--- config.mk ---
export PLATFORM = sky130hd
export DESIGN_NAME = motor_slew_limited_pwm
export DESIGN_NICKNAME = d
export VERILOG_FILES = /design/src/rtl/mslp_pkg.sv /design/src/rtl/mslp_ctrl.sv /design/src/rtl/mslp_dp.sv /design/src/rtl/motor_slew_limited_pwm.sv
export SDC_FILE = /design/constraint.sdc
export NUM_CORES = 2
export LEC_CHECK = 0
export BUFFER_PORTS_ARGS = -buffer_cell sky130_fd_sc_hd__buf_2
export CAP_MARGIN = 20
export CORE_AREA = 2 2 321 323
export DETAILED_ROUTE_END_ITERATION = 10
export DIE_AREA = 0 0 323 325
export GPL_TIMING_DRIVEN = 0
export PLACE_DENSITY = 0.56
export SLEW_MARGIN = 20
export SYNTH_ARGS = -nofsm -noshare
export SYNTH_HDL_FRONTEND = slang
export SYNTH_HIERARCHICAL = 1
export SYNTH_SLANG_ARGS = --single-unit
export TNS_END_PERCENT = 10
--- constraint.sdc ---
create_clock -name clk -period 9.9 [get_ports clk]
set_input_delay 1.98 -clock clk [delete_from_list [all_inputs] [get_ports clk]]
set_output_delay 1.98 -clock clk [all_outputs]
set_load 0.005 [all_outputs]
--- src/rtl/mslp_pkg.sv ---
// ----------------------------------------------------------------------------
// mslp_pkg
// Types and constants shared by the slew limited bridge PWM block.
// ----------------------------------------------------------------------------
package mslp_pkg;

  localparam int CMD_W      = 18;
  localparam int TS_W       = 32;
  localparam int DUTY_W     = 8;
  localparam int MAG_W      = 17;
  localparam int MAXR_W     = 20;
  localparam int FLOOR_W    = 17;
  localparam int CFG_IDX_W  = 8;
  localparam int CFG_DATA_W = 32;

  localparam logic [MAG_W-1:0]     FULL_SCALE      = 17'd65536;
  localparam logic [MAXR_W-1:0]    MAX_RISE_RST    = 20'd16777;
  localparam logic [FLOOR_W-1:0]   FLOOR_RST       = 17'd655;

  localparam logic [CFG_IDX_W-1:0] REG_MAX_RISE    = 8'd0;
  localparam logic [CFG_IDX_W-1:0] REG_FLOOR_LEVEL = 8'd1;

  typedef struct packed {
    logic signed [CMD_W-1:0] command;
    logic [TS_W-1:0]         timestamp_us;
  } in_t;

  typedef struct packed {
    logic [DUTY_W-1:0] duty_a;
    logic [DUTY_W-1:0] duty_b;
    logic              limited;
  } out_t;

  // controller to datapath
  typedef struct packed {
    logic load;
    logic mult;
    logic scale;
    logic finish;
  } cmd_t;

  // datapath to controller
  typedef struct packed {
    logic scale_req;
    logic out_free;
  } sts_t;

endpackage

--- src/rtl/mslp_ctrl.sv ---
// ----------------------------------------------------------------------------
// mslp_ctrl
// Sequencer: load, budget multiply, scaling loop, result write.
// ----------------------------------------------------------------------------
module mslp_ctrl (
  input  logic          clk,
  input  logic          rst_n,
  input  logic          in_valid,
  output logic          in_ready,
  input  mslp_pkg::sts_t sts,
  output mslp_pkg::cmd_t cmd
);
  import mslp_pkg::*;

  typedef enum logic [1:0] {
    S_IDLE,
    S_MULT,
    S_LOOP,
    S_DONE
  } state_t;

  state_t state_r;
  state_t state_nxt;

  always_comb begin
    state_nxt  = state_r;
    cmd        = '0;
    in_ready   = 1'b0;
    unique case (state_r)
      S_IDLE: begin
        in_ready = 1'b1;
        if (in_valid) begin
          cmd.load  = 1'b1;
          state_nxt = S_MULT;
        end
      end
      S_MULT: begin
        cmd.mult  = 1'b1;
        state_nxt = S_LOOP;
      end
      S_LOOP: begin
        if (sts.scale_req) begin
          cmd.scale = 1'b1;
        end else begin
          state_nxt = S_DONE;
        end
      end
      S_DONE: begin
        if (sts.out_free) begin
          cmd.finish = 1'b1;
          state_nxt  = S_IDLE;
        end
      end
      default: state_nxt = S_IDLE;
    endcase
  end

  always_ff @(posedge clk) begin
    if (!rst_n) begin
      state_r <= S_IDLE;
    end else begin
      state_r <= state_nxt;
    end
  end

endmodule

--- src/rtl/mslp_dp.sv ---
// ----------------------------------------------------------------------------
// mslp_dp
// Datapath: magnitude, rise budget, 0.9 scaling, stored state, result register.
// ----------------------------------------------------------------------------
module mslp_dp #(
  parameter int TIME_BITS = 32
) (
  input  logic                            clk,
  input  logic                            rst_n,
  input  mslp_pkg::in_t                   in_data,
  input  logic                            cfg_we,
  input  logic [mslp_pkg::CFG_IDX_W-1:0]  cfg_index,
  input  logic [mslp_pkg::CFG_DATA_W-1:0] cfg_data,
  input  mslp_pkg::cmd_t                  cmd,
  output mslp_pkg::sts_t                  sts,
  output logic                            out_valid,
  input  logic                            out_ready,
  output mslp_pkg::out_t                  out_data
);
  import mslp_pkg::*;

  localparam int EL_W  = (TIME_BITS < TS_W) ? TIME_BITS : TS_W;
  localparam int BUD_W = MAXR_W + EL_W;
  localparam int RISE_W = MAG_W + 8;
  localparam int M9_W  = MAG_W + 3;
  localparam int RCP_W = 2 * M9_W;
  // ceil(2^23 / 10), exact floor(x / 10) for x below 2^22
  localparam logic [M9_W-1:0] DIV10_MUL = 20'd838861;
  localparam int DIV10_SH = 23;

  logic [MAXR_W-1:0]  max_rise_r;
  logic [FLOOR_W-1:0] floor_r;
  logic [MAG_W-1:0]   last_mag_r;
  logic [TS_W-1:0]    last_time_r;
  logic [MAG_W-1:0]   mag_r;
  logic               neg_r;
  logic               limited_r;
  logic [TS_W-1:0]    ts_r;
  logic [EL_W-1:0]    elapsed_r;
  logic [BUD_W-1:0]   budget_r;
  logic               out_valid_r;
  out_t               out_r;

  logic [CMD_W-1:0]   raw;
  logic [CMD_W-1:0]   abs_cmd;
  logic [MAG_W-1:0]   mag_in;
  logic [TS_W-1:0]    diff;
  logic [RISE_W-1:0]  rise;
  logic [M9_W-1:0]    m9;
  logic [RCP_W-1:0]   rcp;
  logic [MAG_W-1:0]   mag_scaled;
  logic [RISE_W-1:0]  duty_prod;
  logic [DUTY_W-1:0]  duty;

  always_comb begin
    raw     = in_data.command;
    abs_cmd = raw[CMD_W-1] ? (~raw + 18'd1) : raw;
    mag_in  = (abs_cmd > {1'b0, FULL_SCALE}) ? FULL_SCALE : abs_cmd[MAG_W-1:0];
    diff    = in_data.timestamp_us - last_time_r;

    rise    = {mag_r - last_mag_r, 8'd0};
    sts.scale_req = (mag_r > last_mag_r) && (mag_r > floor_r)
                    && (BUD_W'(rise) > budget_r);
    sts.out_free  = !out_valid_r || out_ready;

    m9         = {mag_r, 3'd0} + M9_W'(mag_r);
    rcp        = RCP_W'(m9) * RCP_W'(DIV10_MUL);
    mag_scaled = MAG_W'(rcp >> DIV10_SH);

    duty_prod  = {mag_r, 8'd0} - RISE_W'(mag_r);
    duty       = duty_prod[23:16];
  end

  always_ff @(posedge clk) begin
    if (!rst_n) begin
      max_rise_r  <= MAX_RISE_RST;
      floor_r     <= FLOOR_RST;
      last_mag_r  <= '0;
      last_time_r <= '0;
      out_valid_r <= 1'b0;
    end else begin
      if (cfg_we) begin
        unique case (cfg_index)
          REG_MAX_RISE:    max_rise_r <= cfg_data[MAXR_W-1:0];
          REG_FLOOR_LEVEL: floor_r    <= cfg_data[FLOOR_W-1:0];
          default: ;
        endcase
      end
      if (cmd.finish) begin
        last_mag_r  <= mag_r;
        last_time_r <= ts_r;
        out_valid_r <= 1'b1;
      end else if (out_ready) begin
        out_valid_r <= 1'b0;
      end
    end
  end

  always_ff @(posedge clk) begin
    if (cmd.load) begin
      mag_r     <= mag_in;
      neg_r     <= raw[CMD_W-1];
      ts_r      <= in_data.timestamp_us;
      elapsed_r <= diff[EL_W-1:0];
      limited_r <= 1'b0;
    end
    if (cmd.mult) begin
      budget_r <= BUD_W'(max_rise_r) * BUD_W'(elapsed_r);
    end
    if (cmd.scale) begin
      mag_r     <= mag_scaled;
      limited_r <= 1'b1;
    end
    if (cmd.finish) begin
      out_r.duty_a  <= neg_r ? duty : '0;
      out_r.duty_b  <= neg_r ? '0 : duty;
      out_r.limited <= limited_r;
    end
  end

  assign out_valid = out_valid_r;
  assign out_data  = out_r;

endmodule

--- src/rtl/motor_slew_limited_pwm.sv ---
// ----------------------------------------------------------------------------
// motor_slew_limited_pwm
// Slew rate limited speed command to H-bridge PWM duty pair.
//
//   channel  signals                              role
//   in       in_valid in_ready in_data            command and timestamp
//   out      out_valid out_ready out_data         duty pair and limited flag
//   cfg      cfg_valid cfg_ready cfg_index/data   max_rise, floor_level
//
// each item runs load, budget multiply, n 0.9 scaling steps (0 to 89), write;
// the scaling loop runs one step a cycle on a single reciprocal multiplier.
// one item is in work at a time; the next is taken while a result waits.
// the result register holds until out_ready; a stalled result blocks only
// the end of the following item.
// reset is synchronous; config, last item and out_valid reset, no clearing pass.
// ----------------------------------------------------------------------------
module motor_slew_limited_pwm #(
  parameter int TIME_BITS = 32
) (
  input  logic                            clk,
  input  logic                            rst_n,
  input  logic                            in_valid,
  output logic                            in_ready,
  input  mslp_pkg::in_t                   in_data,
  output logic                            out_valid,
  input  logic                            out_ready,
  output mslp_pkg::out_t                  out_data,
  input  logic                            cfg_valid,
  output logic                            cfg_ready,
  input  logic [mslp_pkg::CFG_IDX_W-1:0]  cfg_index,
  input  logic [mslp_pkg::CFG_DATA_W-1:0] cfg_data
);
  import mslp_pkg::*;

  cmd_t cmd;
  sts_t sts;

  assign cfg_ready = 1'b1;

  mslp_ctrl u_ctrl (
    .clk      (clk),
    .rst_n    (rst_n),
    .in_valid (in_valid),
    .in_ready (in_ready),
    .sts      (sts),
    .cmd      (cmd)
  );

  mslp_dp #(
    .TIME_BITS (TIME_BITS)
  ) u_dp (
    .clk       (clk),
    .rst_n     (rst_n),
    .in_data   (in_data),
    .cfg_we    (cfg_valid && cfg_ready),
    .cfg_index (cfg_index),
    .cfg_data  (cfg_data),
    .cmd       (cmd),
    .sts       (sts),
    .out_valid (out_valid),
    .out_ready (out_ready),
    .out_data  (out_data)
  );

endmodule

-- Yosys cells after proc, flatten, opt, wreduce, memory -nomap -nowiden
Index checks and enable logic that the tools add are counted.
- bits in registers: 241
- input port bits: 95
- add/subtract/negate cells: 5
- $mul: 2
- magnitude comparators: 4
- eq/ne operators: 7
- mux-type cells: 18
- bitwise logic cells: 1
- reductions and logical operators: 11
- operators with widths (operator ; number):
    $gt A25 B52 Y1 ; 1
    $mul A20 B32 Y52 ; 1
    $mux W17 ; 3
    $mul A20 B20 Y40 const B ; 1
    $gt A17 B17 Y1 ; 2
    $sub A32 B32 Y32 ; 1
    $sub A24 B17 Y24 ; 1
    $add A20 B17 Y20 ; 1
    $add A18 B1 Y18 const B ; 1
    $gt A18 B17 Y1 const B ; 1
    $mux W18 ; 1
    $not A18 Y18 ; 1
    $sub A17 B17 Y17 ; 1
    $mux W1 ; 10
    $eq A8 B1 Y1 const B ; 1
    $logic_not A8 Y1 ; 1
    $pmux W2 S4 ; 1
    $mux W2 ; 3
    $ne A2 B2 Y1 const B ; 3
    $eq A2 B2 Y1 const B ; 2
    $reduce_and A2 Y1 ; 2
    $reduce_bool A2 Y1 ; 2
    $reduce_and A3 Y1 ; 1
    $eq A2 B1 Y1 const B ; 1
    other kinds (4) ; 5

-- Depth between registers and ports, before layout
- word-level depth: 7
- depth in mapped cells: 35
- gate-level depth less buffers: 35

-- Hierarchy
Netlist, hierarchy kept.
- by module, submodules not included (module ; instances ; cells each ; area an instance (um2)):
    mslp_dp ; 1 ; 4245 ; 40224.8
    mslp_ctrl ; 1 ; 21 ; 202.7
    motor_slew_limited_pwm ; 1 ; 2 ; 11.3

-- Worst setup path after synthesis
OpenSTA, ideal clock, no wires.
- path type: reg-to-reg
- from: reg u_dp.mag_r[0]
- to: reg u_dp.mag_r[10] (data pin)
- setup time: 257 ps
- data arrival time: 7912 ps
- data required time: 9643 ps
- setup slack: 1731 ps
- cell stages (with the launch flop): 34
- path buffers: 0
- clock period less this slack: 8169 ps
- cells stage by stage: edfxtp_1 > ha_1 > inv_1 > fa_1 > nor2b_1 > o21ai_0 > a21boi_0 > o21ai_0 > a21boi_0 > o21ai_0 > nor2b_1 > xnor2_1 > ha_1 > fa_1 > ha_1 > inv_1 > fa_1 > inv_1 > fa_1 > fa_1 > inv_1 > fa_1 > inv_1 > ha_1 > a21o_1 > a21o_1 > a21o_1 > a211oi_1 > o21ai_0 > a31oi_1 > o221ai_2 > a31oi_1 > o21ai_0 > a32o_1
- longest elaborated chain between the ends: 6
- elaborated cells on any way between the ends: 11
- those cells by class: add/sub: 2; mul: 1; order compare: 3; mux: 3; reduce/logical: 2
- ends and longest elaborated chain (element ; RTL line ; text):
    start: declaration ; mslp_dp.sv:35 ; logic [MAG_W-1:0] mag_r;
    start signal: assignment ; mslp_dp.sv:101 ; mag_r <= mag_in;
    start signal: assignment ; mslp_dp.sv:111 ; mag_r <= mag_scaled;
    branches (longest 5 deep; another with $mul A20 B20 Y40) ; - ;
    $mux W17 * ; mslp_dp.sv:110 ; if (cmd.scale) begin
Every way passes the cells marked *.
A chain may end at the register's enable or synchronous reset.

-- Worst setup path after layout
- from: reg u_dp.mag_r[3]
- to: reg u_dp.mag_r[10] (data pin)
Same word-level chain as after synthesis.

==> results.md <==
* Outcome: complete, no violations
* Post-DP HPWL at 97.56 mm
* Post-CTS Hold Fix Bufs at 0
* Hold Path Depth at 0
* FFs w/ async S/R, synth at 0%
* WP data arrival at 9.66 ns
* Most numerous cell in the Yosys netlist: inv_1
* Clk Latency, worst-skew pair at 0.57 ns
* # rows at 117
* Synth area leaders: fa_1 (34%), ha_1 (15%), edfxtp_1 (11%), inv_1 (8.9%), nand2_1 (4.8%)
* Top cells by count, synth: inv_1 (963), fa_1 (678), nand2_1 (518)
* Nets@finish at 5651
* Gr ovfl total at 0
* Final WL at 116.7 mm
* Syn-to-layout area delta at 8.110%
* Final max-slew violation count at 0
* Cell Area, Synth at 40440 um2
* Syn avg cell area at 9.475 um2
* Syn nets at 5513
* Drc violations at 0
* Iteration-0 DRC Markers at 1772
* Worst Tran Pin Value at 1.140 ns
* FF-to-FF path depth at 34
* Worst min-delay path class: flop to flop
* Die H at 325 um
* Required @ worst endpoint at 10.21 ns
* Drt pass-1 iters at 5
* Post-Synthesis Cells at 4268
* Vias at 29200
* Vias in the first global route at 30880
* GRT Overall Usage at 22.87%
* Layout Skew at 0.01717 ns
* Most used cell, CP: fa_1
* Vias/cell at 5.039
* Post-layout min period at 9.345 ns
* Largest net degree at the start of global routing at 37
* Final period util at 94.40%
* Worst R2R End: u_dp/mag_r[10]
* Leading area contributor after synthesis: fa_1
* Root buf cell: clkbuf_16
* Hold path endpoint: u_dp/out_data[0]
* Io pins at 115
* CP Class: flop to flop
* Number of CTS-inserted buffers at 27
* CP Max Fanout at 8
* Placer Congestion at 0.9303
* Initial Util at 39.92%
* Synth Flop Type: edfxtp_1
* Max_slew headroom at 23.97%
* Antenna violations before repair at 16
* Flops & latches, synth at 241
* Global-route wire length before repair at 183.0 mm
* CTS H-tree depth at 1
* Achievable frequency at 107.0 MHz
* Startpoint types: flop
* Clk sinks at 241
* Post-synth EDFFs at 151
* Final hold vios at 0
* RSZ-0062 raised after global routing: no
* Reg2reg start: u_dp/mag_r[3]
* Unique masters post-synth at 79
* Min Hold Slack at 0.4291 ns
* Slowest CP cell: edfxtp_1
* Largest stage delay on the critical path at 0.62 ns
* Clock tree buffer depth at 3
* Clock-pin slew on the worst setup and hold paths at 0.06 ns
* TritonCTS clock tree: done
* Core area at 101300 um2
* Seq/Total Area, Yosys at 15.67%
* R2r setup slk at 0.55 ns
* Die span in x at 323 um
* Max-Cap Viols at 0
* Setup violators final at 0
* Drt wl/cell at 20.13 um
* Hold Crit Start: u_dp/limited_r
* Worst setup EP type: flop
* Top-area cell type share of the netlist area at 33.56%
* Remaining antenna violation count at 0
* Ys Warns at 6
* Share of post-route cells with drive strength above 1 at 4.201%
* IO Port Bufs at 101
* Die ar. at 105000 um2
state kept, by name (all words and copies together) (netlist names):
signal,flops
u_dp/budget_r,52
u_dp/elapsed_r,32
u_dp/last_time_r,32
u_dp/ts_r,32
u_dp/max_rise_r,20
u_dp/floor_r,17
u_dp/last_mag_r,17
u_dp/mag_r,17
u_dp/out_data,17
u_ctrl/state_r,2
u_dp/limited_r,1
u_dp/neg_r,1
u_dp/out_valid,1
metal layers:
metal / GRT usage [%] / part of all wire [%] / vias to the layer above
li1: - / - / 13530
met1: 31.11 / 44 / 14680
met2: 37.45 / 46 / 795
met3: 3.543 / 6.2 / 190
met4: 6.957 / 3.7 / 10
met5: 0 / 0.051 / -
how the worst max path moves through the flow:
| stage | start | to | slack, ns | depth (start not counted) |
|---|---|---|---|---|
| after global routing | u_dp/mag_r[2] | u_dp/mag_r[16] | 0.09 | 31 |
| after floorplan | u_dp/mag_r[0] | u_dp/mag_r[10] | 1.73 | 33 |
| after global placement | u_dp/mag_r[0] | u_dp/mag_r[10] | -0.23 | 33 |
| final | u_dp/mag_r[3] | u_dp/mag_r[10] | 0.55 | 34 |
| after detailed placement | u_dp/mag_r[0] | u_dp/mag_r[10] | -0.17 | 33 |
| after CTS | u_dp/mag_r[0] | u_dp/mag_r[10] | 0.15 | 34 |
layout make-up:
type / instances / area [um2]
repair buffers: 109 / 590.6
well taps: 1368 / 1712
flip-flops and latches: 241 / 6336
fillers: 10110 / 57580
diodes: 1 / 2.502
inverters: 963 / 3615
plain buffers: 155 / 588.1
clock buffers: 38 / 820.8
multi-input cells: 2909 / 29950
clock inverters: 12 / 105.1
stage by stage:
stage	setup slack [ns]	instance area, um2	setup TNS [ns]	instances	util [%]
2_1_floorplan	1.731	40440	0	4268	-
3_3_place_gp	-0.2272	42660	-1.184	5737	42.11
3_5_place_dp	-0.1731	42710	-0.8861	5739	42.16
4_1_cts	0.1501	43650	0	5789	43.09
5_1_grt	0.09373	43720	0	5796	43.16
6_report	0.5548	43720	0	5796	43.16
worst max-delay path: cells and delay by family, from the launching register on:
family	cells	cell delay, ns
AND/OR/NAND/NOR	2	0.25
flip-flops	1	0.62
AO/OA/AOI/OAI	15	3.04
XOR/XNOR	1	0.55
adder cells (fa/ha/maj)	10	4.18
buffers and inverters	6	0.46
cells in the final DEF (no fill, tap or decap), types with 11 or more instances in the layout:
cell type and n:
inv_1 963, fa_1 678, nand2_1 518, ha_1 471, and2_1 223, edfxtp_1 151, clkbuf_1 148, xnor2_1 108
a21oi_1 105, buf_2 103, nor2b_1 103, a21o_1 94, mux2i_1 91, dfxtp_1 90, nor2_1 85, o21ai_0 76
xor2_1 40, clkbuf_16 30, nand3_1 26, nor3_1 25, nand4_1 21, nand2b_1 20, o21bai_1 15, and3_1 15
nor4_1 15, a211oi_1 13, or3_1 11
cells by family (layout without fill, tap and decap cells):
group                    after synthesis  after routing  share of synthesized area [%]
AND/OR/NAND/NOR                     1090           1090                          13.12
XOR/XNOR                             151            151                          3.270
AO/OA/AOI/OAI                        426            426                          7.120
buffers and inverters               1118           1277                          10.39
other                                  1              2                       0.009273
flip-flops                           241            241                          15.67
adder cells (fa/ha/maj)             1150           1150                          48.17
multiplexers                          91             91                          2.252
repair_timing:
| action | in CTS | in global routing |
|---|---|---|
| buffers inserted | 0 | 6 |
| endpoints found under the setup margin | 9 | 14 |
| resized for setup | 2 | 3 |
| gates cloned | 0 | 0 |
Power is not shown: default switching activity piles up to over one toggle a cycle in this logic, so the estimate is an artifact.
